$ cat config.mk
export PLATFORM = sky130hd
export DESIGN_NAME = skrd_accum
export DESIGN_NICKNAME = d
export VERILOG_FILES = /design/src/rtl/core/skrd_pkg.sv /design/src/rtl/core/skrd_accum.sv
export SDC_FILE = /design/constraint.sdc
export NUM_CORES = 1
export LEC_CHECK = 0
export ABC_AREA = 1
export BUFFER_PORTS_ARGS = -buffer_cell sky130_fd_sc_hd__buf_2
export CORE_UTILIZATION = 30
export CTS_BUF_LIST = sky130_fd_sc_hd__clkbuf_8
export CTS_CLUSTER_SIZE = 28
export DETAILED_ROUTE_END_ITERATION = 10
export PLACE_DENSITY = 0.48
export REMOVE_ABC_BUFFERS = 1
export SLEW_MARGIN = 20
export SYNTH_ARGS = -nofsm -noshare
export SYNTH_HDL_FRONTEND = slang
export SYNTH_SLANG_ARGS = --single-unit
$ cat constraint.sdc
create_clock -name clk -period 3.8 [get_ports clk]
set_input_delay 1.14 -clock clk [delete_from_list [all_inputs] [get_ports clk]]
set_output_delay 1.14 -clock clk [all_outputs]
set_load 0.01 [all_outputs]
$ cat src/rtl/core/skrd_pkg.sv
// Shared types and constants for the spike kernel rate decoder.
package skrd_pkg;

    localparam int TIME_W         = 32;
    localparam int WINDOW_W       = 24;
    localparam int RATE_W         = 40;
    localparam int KERNEL_W       = 24;
    localparam int CFG_IDX_W      = 1;
    localparam int CFG_DATA_W     = 24;
    localparam int TABLE_DEPTH_DEF    = 1024;
    localparam int TIME_FRAC_BITS_DEF = 16;

    localparam logic [CFG_IDX_W-1:0] CFG_KERNEL_MODE = 1'b0;
    localparam logic [CFG_IDX_W-1:0] CFG_WINDOW      = 1'b1;

    localparam logic [WINDOW_W-1:0]        WINDOW_RESET = 24'd65536;
    localparam logic signed [KERNEL_W-1:0] BOX_Q16      = 24'sd65536;
    localparam logic signed [RATE_W-1:0]   SUM_MAX      = {1'b0, {(RATE_W-1){1'b1}}};
    localparam logic signed [RATE_W-1:0]   SUM_MIN      = {1'b1, {(RATE_W-1){1'b0}}};

    typedef enum logic [2:0] {
        KM_BOX   = 3'd0,
        KM_ALPHA = 3'd1,
        KM_EXP   = 3'd2,
        KM_DEXP  = 3'd3,
        KM_DERIV = 3'd4
    } kernel_mode_t;

    typedef struct packed {
        logic valid;
        logic last;
        logic count;
        logic in_table;
    } s1_t;

endpackage

$ cat src/rtl/core/skrd_accum.sv
// Saturating accumulator and result register.
module skrd_accum (
    input  logic                                  clk,
    input  logic                                  rst_n,
    input  skrd_pkg::s1_t                         s1,
    input  skrd_pkg::kernel_mode_t                mode,
    input  logic signed [skrd_pkg::KERNEL_W-1:0]  rom_data,
    output logic                                  s1_hold,
    output logic                                  out_valid,
    input  logic                                  out_stall,
    output logic signed [skrd_pkg::RATE_W-1:0]    rate
);
    import skrd_pkg::*;

    logic signed [KERNEL_W-1:0] kernel_val;
    logic signed [RATE_W:0]     sum_wide;
    logic signed [RATE_W-1:0]   sum_sat;
    logic signed [RATE_W-1:0]   acc_val;
    logic                       fire;
    logic signed [RATE_W-1:0]   sum_reg;
    logic signed [RATE_W-1:0]   sum_next;
    logic signed [RATE_W-1:0]   rate_reg;
    logic signed [RATE_W-1:0]   rate_next;
    logic                       out_valid_reg;
    logic                       out_valid_next;

    always_comb
    begin
        unique case (mode)
            KM_BOX:   kernel_val = BOX_Q16;
            KM_ALPHA,
            KM_EXP,
            KM_DEXP,
            KM_DERIV: kernel_val = s1.in_table ? rom_data : '0;
            default:  kernel_val = '0;
        endcase
    end

    assign sum_wide = {sum_reg[RATE_W-1], sum_reg} + (RATE_W + 1)'(kernel_val);

    always_comb
    begin
        if (sum_wide[RATE_W] != sum_wide[RATE_W-1])
            sum_sat = sum_wide[RATE_W] ? SUM_MIN : SUM_MAX;
        else
            sum_sat = sum_wide[RATE_W-1:0];
    end

    assign acc_val = s1.count ? sum_sat : sum_reg;
    assign s1_hold = s1.last && out_valid_reg && out_stall;
    assign fire    = s1.valid && !s1_hold;

    always_comb
    begin
        sum_next       = sum_reg;
        rate_next      = rate_reg;
        out_valid_next = out_valid_reg && out_stall;
        if (fire)
        begin
            if (s1.last)
            begin
                sum_next       = '0;
                rate_next      = acc_val;
                out_valid_next = 1'b1;
            end
            else
            begin
                sum_next = acc_val;
            end
        end
    end

    always_ff @(posedge clk or negedge rst_n)
    begin
        if (!rst_n)
        begin
            sum_reg       <= '0;
            out_valid_reg <= 1'b0;
        end
        else
        begin
            sum_reg       <= sum_next;
            out_valid_reg <= out_valid_next;
        end
    end

    always_ff @(posedge clk)
    begin
        rate_reg <= rate_next;
    end

    assign out_valid = out_valid_reg;
    assign rate      = rate_reg;

endmodule

==> out/metrics.yaml <==
die:
  rows: 54
  core_area_sq_um: 21820
  die_h_um: 151.0
  initial_core_util_pct: 30.51
  fp.dieW_um: 151.0
  io_pins: 76
  die_area_sq_um: 22790
logic_synthesis:
  syn-mean-instance-area_sq_um: 6.787
  synth_edf_count: 40
  ys_ff_latch: 81
  ys.warnings.count: 0
  netlist_instances: 981
  async_flop_share_pct: 50.62
  yosysSeqAreaShare_pct: 33.45
  ys_types: 38
  syn_area_sq_um: 6658
  synth_flop_cell: "dfrtp_1"
setup_path:
  startpoint_type: "primary input"
  worstPathMaxFanout: 7
  worstPathArrival_ns: 3.91
  r2r_cells: 18
  worst_ep_required_time_ns: 3.95
  end_kind: "flip-flop"
  timing.reg2reg.setup_slack_ns: 1.15
  critPathKind: "primary input to flip-flop"
route:
  drc_errors: 0
  drt_iter0_markers: 278
  drt_first_pass_iters: 4
  routed_via_density: 4.465
  via_count: 6782
  wl_per_cell_um: 13.68
  drt-total-wl_um: 20780
  drtAntennaViolNets: 0
status:
  status: "completed"
clock_network:
  cts_max_path_buffers: 2
  cts_tree: "done"
  cts_inserted_buffers: 9
  clk_pin_slew_worst_paths_ns: 0.09
  worstSkewPairLatency_ns: 0.39
  cts.sinks: 81
  cts_htree_levels: 3
  root_buffer: "clkbuf_8"
global_route:
  grt_util_met1_pct: 26.63
  grt_usage_pct: 19.13
  grt_antenna_before_repair: 0
  busiest_layer: "met2"
  use_met3_pct: 2.681
  grt_pass1_wl_um: 33580
  grt_pass1_vias: 6560
  grt_use_met2_pct: 30.69
  overflow: 0
  grt_max_degree: 42
pwr:
  power_density_nw_per_um2: 326.8
  p_leak_nw: 4.961
  vdd_ir_drop_max_mv: 0.1260
layout:
  syn_to_final_growth_pct: 38.28
  n_fill_cell: 2323
  drive_gt1_share_pct: 32.36
  stdcell_count: 1519
  final_nets: 1309
  layout_common_cells: "386 x nand2_1, 171 x buf_4, 104 x inv_1"
  diodes: 0
  mostFrequentLayoutCell: "nand2_1"
timing:
  relSlewSlack_pct: 42.88
  finalHoldViolations: 0
  finClkSkew_ns: 0.01443
  setup_tns_ns: 0
  finalMaxSlewViolations: 0
  final.period_utilization_pct: 99.17
  fmaxAchievable_mhz: 265.4
  rsz0062_at_grt: "yes"
  setup_ws_ns: 0.03172
  tightest_slew_ns: 0.8515
  finalCriticalPeriod_ns: 3.768
  finalSetupViolations: 0
placement:
  place_inst: 1493
  pre_cts_ws_ns: -0.6229
  portBuffers: 75
  place_congestion: 0.8952
  dp_hpwl_um: 15900
min_path:
  hold_path_depth: 2
  hold_path.class: "flip-flop to flip-flop"
job:
  cap_viol_max_count: 0
-- per-stage QoR --
stage          power, W  hold slack (ns)  utilization [%]  cell area (sq um)
6_report       0.003009           0.5197            42.19               9206
5_1_grt        0.003224           0.5479            42.19               9206
4_1_cts        0.002985           0.5076            41.21               8994
3_5_place_dp   0.002211           0.4860            39.27               8569
3_3_place_gp   0.002206           0.4972            39.27               8569
2_1_floorplan  0.001741           0.4690                -               6446
-- synthesized netlist by cell type, drive strengths merged, types with 4 or more instances --
cell | instances | area, sq um
nor3 | 6 | 30.03
a21oi | 47 | 254.0
o21a | 4 | 30.03
clkbuf | 8 | 90.09
nor2 | 89 | 336.6
nand2 | 457 | 1820
or2 | 4 | 25.03
buf | 9 | 91.34
xnor2 | 16 | 140.1
nand4 | 8 | 50.05
o21ai | 24 | 120.1
nand3 | 43 | 225.2
o21bai | 8 | 60.06
xor2 | 11 | 96.34
a21boi | 5 | 37.54
edfxtp | 40 | 1201
dfrtp | 41 | 1026
ha | 40 | 500.5
inv | 106 | 397.9
-- area by class of cell --
cell class              count  area [sq um]  share of cell area, %
multi-input cells         774          4095                  44.48
well taps                 280         350.3                  3.805
repair inverters            1         7.507                0.08154
clock inverters             5         55.05                 0.5980
flip-flops and latches     81          2227                  24.19
clock buffers              11         151.4                  1.644
inverters                 106         400.4                  4.349
repair buffers            261          1919                  20.85
-- worst paths after layout --
kind / from / endpoint
max: mode[2] / rate[25]
min: sum_reg[2] / sum_reg[2]
max reg2reg: sum_reg[0] / rate[25]
min reg2reg: sum_reg[2] / sum_reg[2]
max in group asynchronous: rst_n / sum_reg[19]
min in group asynchronous: rst_n / sum_reg[9]
-- what timing repair did --
item / 4_1_cts / 5_1_grt
setup buffers: 6 / 3
gates cloned: 3 / 0
resized for setup: 30 / 79
pin swaps: 8 / 35
endpoints found under the setup margin: 78 / 80
hold buffers: 0 / 0
-- cell families after synthesis --
kind of cell | share of synthesized area [%]
AND/OR/NAND/NOR | 38.09
buffers and inverters | 9.152
AO/OA/AOI/OAI | 7.931
flip-flops | 33.45
adder cells (fa/ha/maj) | 7.818
XOR/XNOR | 3.552
-- critical path: stages --
cell	delay [ns]
buf_6	0.09
or3_4	0.39
nand3_4	0.12
buf_8	0.16
nor2_4	0.05
ha_4	0.16
fa_2	0.40
nand2_2	0.09
nand2_2	0.06
nand3_2	0.08
nand2_2	0.08
nand2_2	0.09
nand3_2	0.09
nand2_2	0.11
nand2_2	0.06
nand2_2	0.07
nand2_2	0.06
nand2_4	0.11
buf_12	0.14
buf_12	0.13
nand3_2	0.07
nand2_2	0.08
nand2_2	0.06
-- where the power goes --
part | total [W] | switching, W | internal, W
combinational | 0.00120 | 0.000655 | 0.000548
sequential | 0.00112 | 0.0000657 | 0.00105
clock | 0.000690 | 0.000353 | 0.000337
-- metal layers --
layer  routed length (um)  part of all wire (%)  vias to the layer above
met2                 9218                    44                      101
met5                    0                     0                        -
li1                     -                     -                     3596
met1                10550                    51                     3062
met4                  366                   1.8                        0
met3                  646                   3.1                       23
(Power assumes the default switching activity.)
