==> config.mk <==
export PLATFORM = sky130hd
export DESIGN_NAME = skrd_front
export DESIGN_NICKNAME = d
export VERILOG_FILES = /design/src/rtl/core/skrd_pkg.sv /design/src/rtl/core/skrd_front.sv
export SDC_FILE = /design/constraint.sdc
export NUM_CORES = 1
export LEC_CHECK = 0
export BUFFER_PORTS_ARGS = -buffer_cell sky130_fd_sc_hd__buf_2
export CAP_MARGIN = 20
export CORE_ASPECT_RATIO = 0.8
export CORE_MARGIN = 10
export CORE_UTILIZATION = 53
export CTS_CLUSTER_SIZE = 12
export DETAILED_ROUTE_END_ITERATION = 6
export GPL_TIMING_DRIVEN = 0
export HOLD_SLACK_MARGIN = 0.15
export PLACE_DENSITY = 0.92
export SETUP_SLACK_MARGIN = 0.02
export SLEW_MARGIN = 20
export SYNTH_ARGS = -nofsm -noshare
export SYNTH_HDL_FRONTEND = slang
export SYNTH_SLANG_ARGS = --single-unit
==> constraint.sdc <==
create_clock -name clk -period 3.45 [get_ports clk]
set_input_delay 0.1725 -clock clk [delete_from_list [all_inputs] [get_ports clk]]
set_output_delay 0.1725 -clock clk [all_outputs]
set_load 0.02 [all_outputs]
==> src/rtl/core/skrd_pkg.sv <==
// Shared types and constants for the spike kernel rate decoder.
package skrd_pkg;

    localparam int TIME_W         = 32;
    localparam int WINDOW_W       = 24;
    localparam int RATE_W         = 40;
    localparam int KERNEL_W       = 24;
    localparam int CFG_IDX_W      = 1;
    localparam int CFG_DATA_W     = 24;
    localparam int TABLE_DEPTH_DEF    = 1024;
    localparam int TIME_FRAC_BITS_DEF = 16;

    localparam logic [CFG_IDX_W-1:0] CFG_KERNEL_MODE = 1'b0;
    localparam logic [CFG_IDX_W-1:0] CFG_WINDOW      = 1'b1;

    localparam logic [WINDOW_W-1:0]        WINDOW_RESET = 24'd65536;
    localparam logic signed [KERNEL_W-1:0] BOX_Q16      = 24'sd65536;
    localparam logic signed [RATE_W-1:0]   SUM_MAX      = {1'b0, {(RATE_W-1){1'b1}}};
    localparam logic signed [RATE_W-1:0]   SUM_MIN      = {1'b1, {(RATE_W-1){1'b0}}};

    typedef enum logic [2:0] {
        KM_BOX   = 3'd0,
        KM_ALPHA = 3'd1,
        KM_EXP   = 3'd2,
        KM_DEXP  = 3'd3,
        KM_DERIV = 3'd4
    } kernel_mode_t;

    typedef struct packed {
        logic valid;
        logic last;
        logic count;
        logic in_table;
    } s1_t;

endpackage

==> src/rtl/core/skrd_front.sv <==
// Front stage: delay, window check, table index and the input register.
module skrd_front #(
    parameter int TABLE_DEPTH    = skrd_pkg::TABLE_DEPTH_DEF,
    parameter int TIME_FRAC_BITS = skrd_pkg::TIME_FRAC_BITS_DEF
) (
    input  logic                                clk,
    input  logic                                rst_n,
    input  logic                                in_valid,
    output logic                                in_stall,
    input  logic [skrd_pkg::TIME_W-1:0]         query_time,
    input  logic [skrd_pkg::TIME_W-1:0]         spike_time,
    input  logic                                spike_valid,
    input  logic                                last_spike,
    input  logic [skrd_pkg::WINDOW_W-1:0]       window,
    input  logic                                s1_hold,
    output logic [$clog2(TABLE_DEPTH)-1:0]      rom_addr,
    output logic                                rom_load,
    output skrd_pkg::s1_t                       s1
);
    import skrd_pkg::*;

    localparam int IDX_W   = $clog2(TABLE_DEPTH);
    localparam int DEPTH_W = $clog2(TABLE_DEPTH + 1);
    localparam int PROD_W  = TIME_W + DEPTH_W;

    logic [TIME_W-1:0] delay;
    logic [PROD_W-1:0] prod;
    logic [PROD_W-1:0] idx_full;
    logic              in_table;
    logic              count;
    s1_t               s1_reg;
    s1_t               s1_next;

    assign delay    = query_time - spike_time;
    assign prod     = PROD_W'(delay) * PROD_W'(TABLE_DEPTH);
    assign idx_full = prod >> TIME_FRAC_BITS;
    assign in_table = idx_full < PROD_W'(TABLE_DEPTH);
    assign count    = spike_valid && (spike_time <= query_time)
                      && (delay <= TIME_W'(window));

    assign in_stall = s1_reg.valid && s1_hold;
    assign rom_load = !in_stall;
    assign rom_addr = in_table ? idx_full[IDX_W-1:0] : '0;

    always_comb
    begin
        s1_next = s1_reg;
        if (!in_stall)
        begin
            s1_next.valid    = in_valid;
            s1_next.last     = last_spike;
            s1_next.count    = count;
            s1_next.in_table = in_table;
        end
    end

    always_ff @(posedge clk or negedge rst_n)
    begin
        if (!rst_n)
        begin
            s1_reg <= '0;
        end
        else
        begin
            s1_reg <= s1_next;
        end
    end

    assign s1 = s1_reg;

endmodule

==> flow_summary.html <==
<table>
<tr><th>Metric</th><th>Value</th></tr>
<tr><th colspan="2">Timing</th></tr>
<tr><td>Summed negative setup slack over all endpoints</td><td>-1310 ps</td></tr>
<tr><td>RSZ-0062 raised after global routing</td><td>true</td></tr>
<tr><td>Max-slew headroom at the worst pin</td><td>0.661</td></tr>
<tr><td>Maximum clock rate</td><td>0.276 GHz</td></tr>
<tr><td>Minimum period implied by the final worst setup slack</td><td>3620 ps</td></tr>
<tr><td>Max-slew violation count</td><td>0</td></tr>
<tr><td>Finish-stage setup viols</td><td>11</td></tr>
<tr><td>Post-route fraction of the period consumed by the critical path</td><td>1.05</td></tr>
<tr><td>Transition time of the tightest slew-check pin</td><td>502 ps</td></tr>
<tr><td>PnR worst setup slack</td><td>-169 ps</td></tr>
<tr><td>Max Clock Skew</td><td>1.82 ps</td></tr>
<tr><td>Number of hold-slack violations in the final timing report</td><td>0</td></tr>
<tr><th colspan="2">Clock network</th></tr>
<tr><td>Sink count of the clock tree</td><td>4</td></tr>
<tr><td>H-Tree Level Count</td><td>1</td></tr>
<tr><td>Inserted Clock Buffers</td><td>3</td></tr>
<tr><td>Longest Clk Path Bufs</td><td>2</td></tr>
<tr><td>Clock Latency Late Sink</td><td>220 ps</td></tr>
<tr><td>TritonCTS clock tree</td><td>done</td></tr>
<tr><td>Clock slew at the register clock pins of the worst setup and hold paths</td><td>30 ps</td></tr>
<tr><td>Root Driver</td><td>sky130_fd_sc_hd__clkbuf_8</td></tr>
<tr><th colspan="2">Synth</th></tr>
<tr><td>Sequential element share of the synthesized area</td><td>0.0310</td></tr>
<tr><td>Basic-gate share of the synthesized area counting and, or, nand and nor cells</td><td>0.244</td></tr>
<tr><td>Share of flip-flops with an asynchronous set or reset after synthesis</td><td>1.00</td></tr>
<tr><td>Count of synthesis-stage warnings from yosys</td><td>0</td></tr>
<tr><td>Post-synthesis share of cell area spent on xor and xnor gates</td><td>0.0651</td></tr>
<tr><td>Multiplexer area fraction after synthesis</td><td>0.0132</td></tr>
<tr><td>Cell area after synthesis</td><td>3230 um^2</td></tr>
<tr><td>Adder and majority gate portion of the synthesized area</td><td>0.223</td></tr>
<tr><td>Synthesized area per cell</td><td>7.13 um^2</td></tr>
<tr><td>Count of flip-flops with a built-in enable after synthesis</td><td>0</td></tr>
<tr><td>Post-synthesis compound-gate area fraction</td><td>0.292</td></tr>
<tr><td>Flip-flop cell with the highest count after synthesis</td><td>sky130_fd_sc_hd__dfrtp_1</td></tr>
<tr><td>Synthesized netlist net count</td><td>604</td></tr>
<tr><td>Number of register bits inferred by synthesis</td><td>4</td></tr>
<tr><td>Synthesized instance count</td><td>453</td></tr>
<tr><td>Main combinational cell family by area after synthesis</td><td>compound AO/OA/AOI/OAI gates</td></tr>
<tr><td>Post-synthesis cell type count</td><td>70</td></tr>
<tr><th colspan="2">Die</th></tr>
<tr><td>Starting density of the core</td><td>0.546</td></tr>
<tr><td>Row cnt</td><td>25</td></tr>
<tr><td>Chip width</td><td>107 um</td></tr>
<tr><td>Floorplan core area</td><td>5910 um^2</td></tr>
<tr><td>Overall die height</td><td>89.8 um</td></tr>
<tr><td>Die area</td><td>9640 um^2</td></tr>
<tr><td>Count of pins on the block boundary</td><td>110</td></tr>
<tr><th colspan="2">Global route</th></tr>
<tr><td>Number of global-route vias before repair</td><td>3973</td></tr>
<tr><td>GR met3 Demand/Resource</td><td>0.0499</td></tr>
<tr><td>All-layer global routing usage</td><td>0.213</td></tr>
<tr><td>Wire length of the first global-routing pass</td><td>18.0 mm</td></tr>
<tr><td>Met1 Usage GRT</td><td>0.262</td></tr>
<tr><td>Most used routing layer in global routing</td><td>met2</td></tr>
<tr><td>Overflow after GRT</td><td>0</td></tr>
<tr><td>Largest net degree at the start of global routing</td><td>11</td></tr>
<tr><td>M2 GR Usage</td><td>0.369</td></tr>
<tr><td>Number of antenna violations at the first check in global routing</td><td>0</td></tr>
<tr><th colspan="2">Placement</th></tr>
<tr><td>Placed cell count</td><td>643</td></tr>
<tr><td>HPWL after DPL</td><td>8.85 mm</td></tr>
<tr><td>I/O Buffers</td><td>109</td></tr>
<tr><td>GP Congestion</td><td>0.935</td></tr>
<tr><td>Total placed instance area</td><td>3880 um^2</td></tr>
<tr><td>Pre-CTS setup slack</td><td>-658 ps</td></tr>
<tr><th colspan="2">Layout</th></tr>
<tr><td>Commonest cells after routing, fill and taps aside</td><td>sky130_fd_sc_hd__buf_2, sky130_fd_sc_hd__inv_1, sky130_fd_sc_hd__nand2_1, sky130_fd_sc_hd__buf_4, sky130_fd_sc_hd__ha_1</td></tr>
<tr><td>Area of all placed cells without fillers</td><td>4930 um^2</td></tr>
<tr><td>Cell Count, Final, Fillers Out</td><td>680</td></tr>
<tr><td>Max reg flops</td><td>4</td></tr>
<tr><td>Layout cell share with drive strength beyond 1</td><td>0.437</td></tr>
<tr><td>Nets@finish</td><td>752</td></tr>
<tr><td>Ant diodes</td><td>0</td></tr>
<tr><td>Area growth syn-to-layout</td><td>52.6%</td></tr>
<tr><td>Leading cell type in the layout, fill and taps excluded</td><td>sky130_fd_sc_hd__buf_2</td></tr>
<tr><th colspan="2">Drt</th></tr>
<tr><td>WL/cell</td><td>22.0 um</td></tr>
<tr><td>Drt total wl</td><td>15.0 mm</td></tr>
<tr><td>Detailed router's first-iteration violation count</td><td>570</td></tr>
<tr><td>DR DRC count</td><td>0</td></tr>
<tr><td>Routed vias</td><td>4531</td></tr>
<tr><td>Number of iterations in the first detailed-routing pass</td><td>5</td></tr>
<tr><td>Routed vias/inst</td><td>6.66</td></tr>
<tr><td>ANT nets after route</td><td>0</td></tr>
<tr><th colspan="2">Pwr</th></tr>
<tr><td>LEAKAGE</td><td>0.00238 uW</td></tr>
<tr><td>Max VDD drop</td><td>0.127 mV</td></tr>
<tr><td>Power per cell area</td><td>255 nW/um^2</td></tr>
<tr><th colspan="2">Critical path</th></tr>
<tr><td>Nature of the critical path startpoint</td><td>primary input</td></tr>
<tr><td>Capturing element of the worst setup path</td><td>rom_addr[4]</td></tr>
<tr><td>R2r startpoint</td><td>s1[3]</td></tr>
<tr><td>Reg2Reg Setup Slack</td><td>2180 ps</td></tr>
<tr><td>Worst setup path startpoint</td><td>spike_time[15]</td></tr>
<tr><td>Data arrival at the endpoint of the critical path</td><td>3450 ps</td></tr>
<tr><td>Capturing element type of the critical path</td><td>output pin</td></tr>
<tr><td>Largest fanout on the critical path</td><td>10</td></tr>
<tr><td>CP Class</td><td>primary input to output pin</td></tr>
<tr><td>End of the worst register-to-register path</td><td>s1[1]</td></tr>
<tr><td>R2r worst-path depth</td><td>5</td></tr>
<tr><td>Required time at the worst-slack endpoint</td><td>3280 ps</td></tr>
<tr><th colspan="2">Outcome</th></tr>
<tr><td>Status</td><td>complete, but fails checks</td></tr>
<tr><td>Violated checks</td><td>negative setup slack</td></tr>
<tr><th colspan="2">Hold path</th></tr>
<tr><td>Path class of the lowest-slack min-delay path</td><td>primary input to flip-flop</td></tr>
<tr><th colspan="2">Run</th></tr>
<tr><td>Max capacitance violation total</td><td>0</td></tr>
</table>
## routing by layer
metal | routed length (um) | vias up | share of wire
li1 | - | 1947 | -
met3 | 1610 | 143 | 0.11
met1 | 5450 | 1993 | 0.36
met2 | 6690 | 448 | 0.45
met5 | 0 | - | 0
met4 | 1200 | 0 | 0.080
## Yosys cell counts (all sizes together) (3+ instances only)
cell / n / area [um^2]
inv: 64 / 240
ha: 56 / 701
nand2: 46 / 173
a21oi: 36 / 191
nor2: 28 / 105
o21ai: 28 / 144
nand4: 17 / 106
xor2: 15 / 131
nor3: 13 / 65.1
clkbuf: 12 / 85.1
nor4: 11 / 140
a211oi: 10 / 80.1
a21o: 9 / 67.6
xnor2: 9 / 78.8
buf: 7 / 65.1
a31oi: 6 / 37.5
o21a: 6 / 45.0
o21bai: 6 / 45.0
and3: 5 / 32.5
nand3: 5 / 25.0
o211ai: 5 / 37.5
dfrtp: 4 / 100
o2111ai: 4 / 41.3
nor2b: 3 / 21.3
o211a: 3 / 30.0
o31ai: 3 / 22.5
## worst min-delay path by stage
stage	depth (start not counted)	start	end
4_1_cts	2	in_valid	s1[3]
2_1_floorplan	0	rst_n	s1[0]
6_report	2	in_valid	s1[3]
3_5_place_dp	1	rst_n	s1[0]
5_1_grt	2	in_valid	s1[3]
3_3_place_gp	1	rst_n	s1[1]
## cell families after synthesis
family | count (synthesis)
AO/OA/AOI/OAI | 137
XOR/XNOR | 24
adder cells (fa/ha/maj) | 57
buffers and inverters | 84
flip-flops | 4
multiplexers | 4
AND/OR/NAND/NOR | 143
## worst max-delay path, stage by stage
cell,delay (ps)
sky130_fd_sc_hd__buf_2,90
sky130_fd_sc_hd__inv_1,40
sky130_fd_sc_hd__ha_2,330
sky130_fd_sc_hd__a21oi_1,270
sky130_fd_sc_hd__o21ai_1,200
sky130_fd_sc_hd__a41oi_2,350
sky130_fd_sc_hd__o21ai_4,130
sky130_fd_sc_hd__or3_1,430
sky130_fd_sc_hd__a2111oi_4,460
sky130_fd_sc_hd__o2111ai_4,240
sky130_fd_sc_hd__buf_8,230
sky130_fd_sc_hd__nor4_4,300
sky130_fd_sc_hd__buf_4,190
## what timing repair did
item | 4_1_cts | 5_1_grt
buffers inserted | 22 | 17
pin swaps | 17 | 54
gates cloned | 1 | 0
endpoints found under the setup margin | 11 | 11
hold endpoints to repair | 4 | 0
hold buffers | 1 | 0
gates resized for setup | 47 | 110
## stage by stage
stage | total power, uW | util | hold WS (ps)
floorplan | 574 | - | -123
global placement | 742 | 0.656 | -23.3
detailed placement | 763 | 0.656 | -21.7
CTS | 962 | 0.728 | 163
global route | 1310 | 0.834 | 190
finish | 1260 | 0.834 | 191
## layout make-up
class	instances	area [um^2]
plain buffers	16	190
clock buffers	3	41.3
fillers	305	983
inverters	64	245
multi-input cells	365	3330
flip-flops and latches	4	100
well taps	81	101
repair buffers	147	917
## where the power goes
part	total, uW	switching [uW]	leakage, uW	internal (uW)
Combinational	1110	634	0.00230	473
Clock	98.0	23.7	0.0000216	74.3
Sequential	50.3	1.01	0.0000504	49.3
Total	1260	659	0.00238	597
Power figures use the tool's default switching activity.
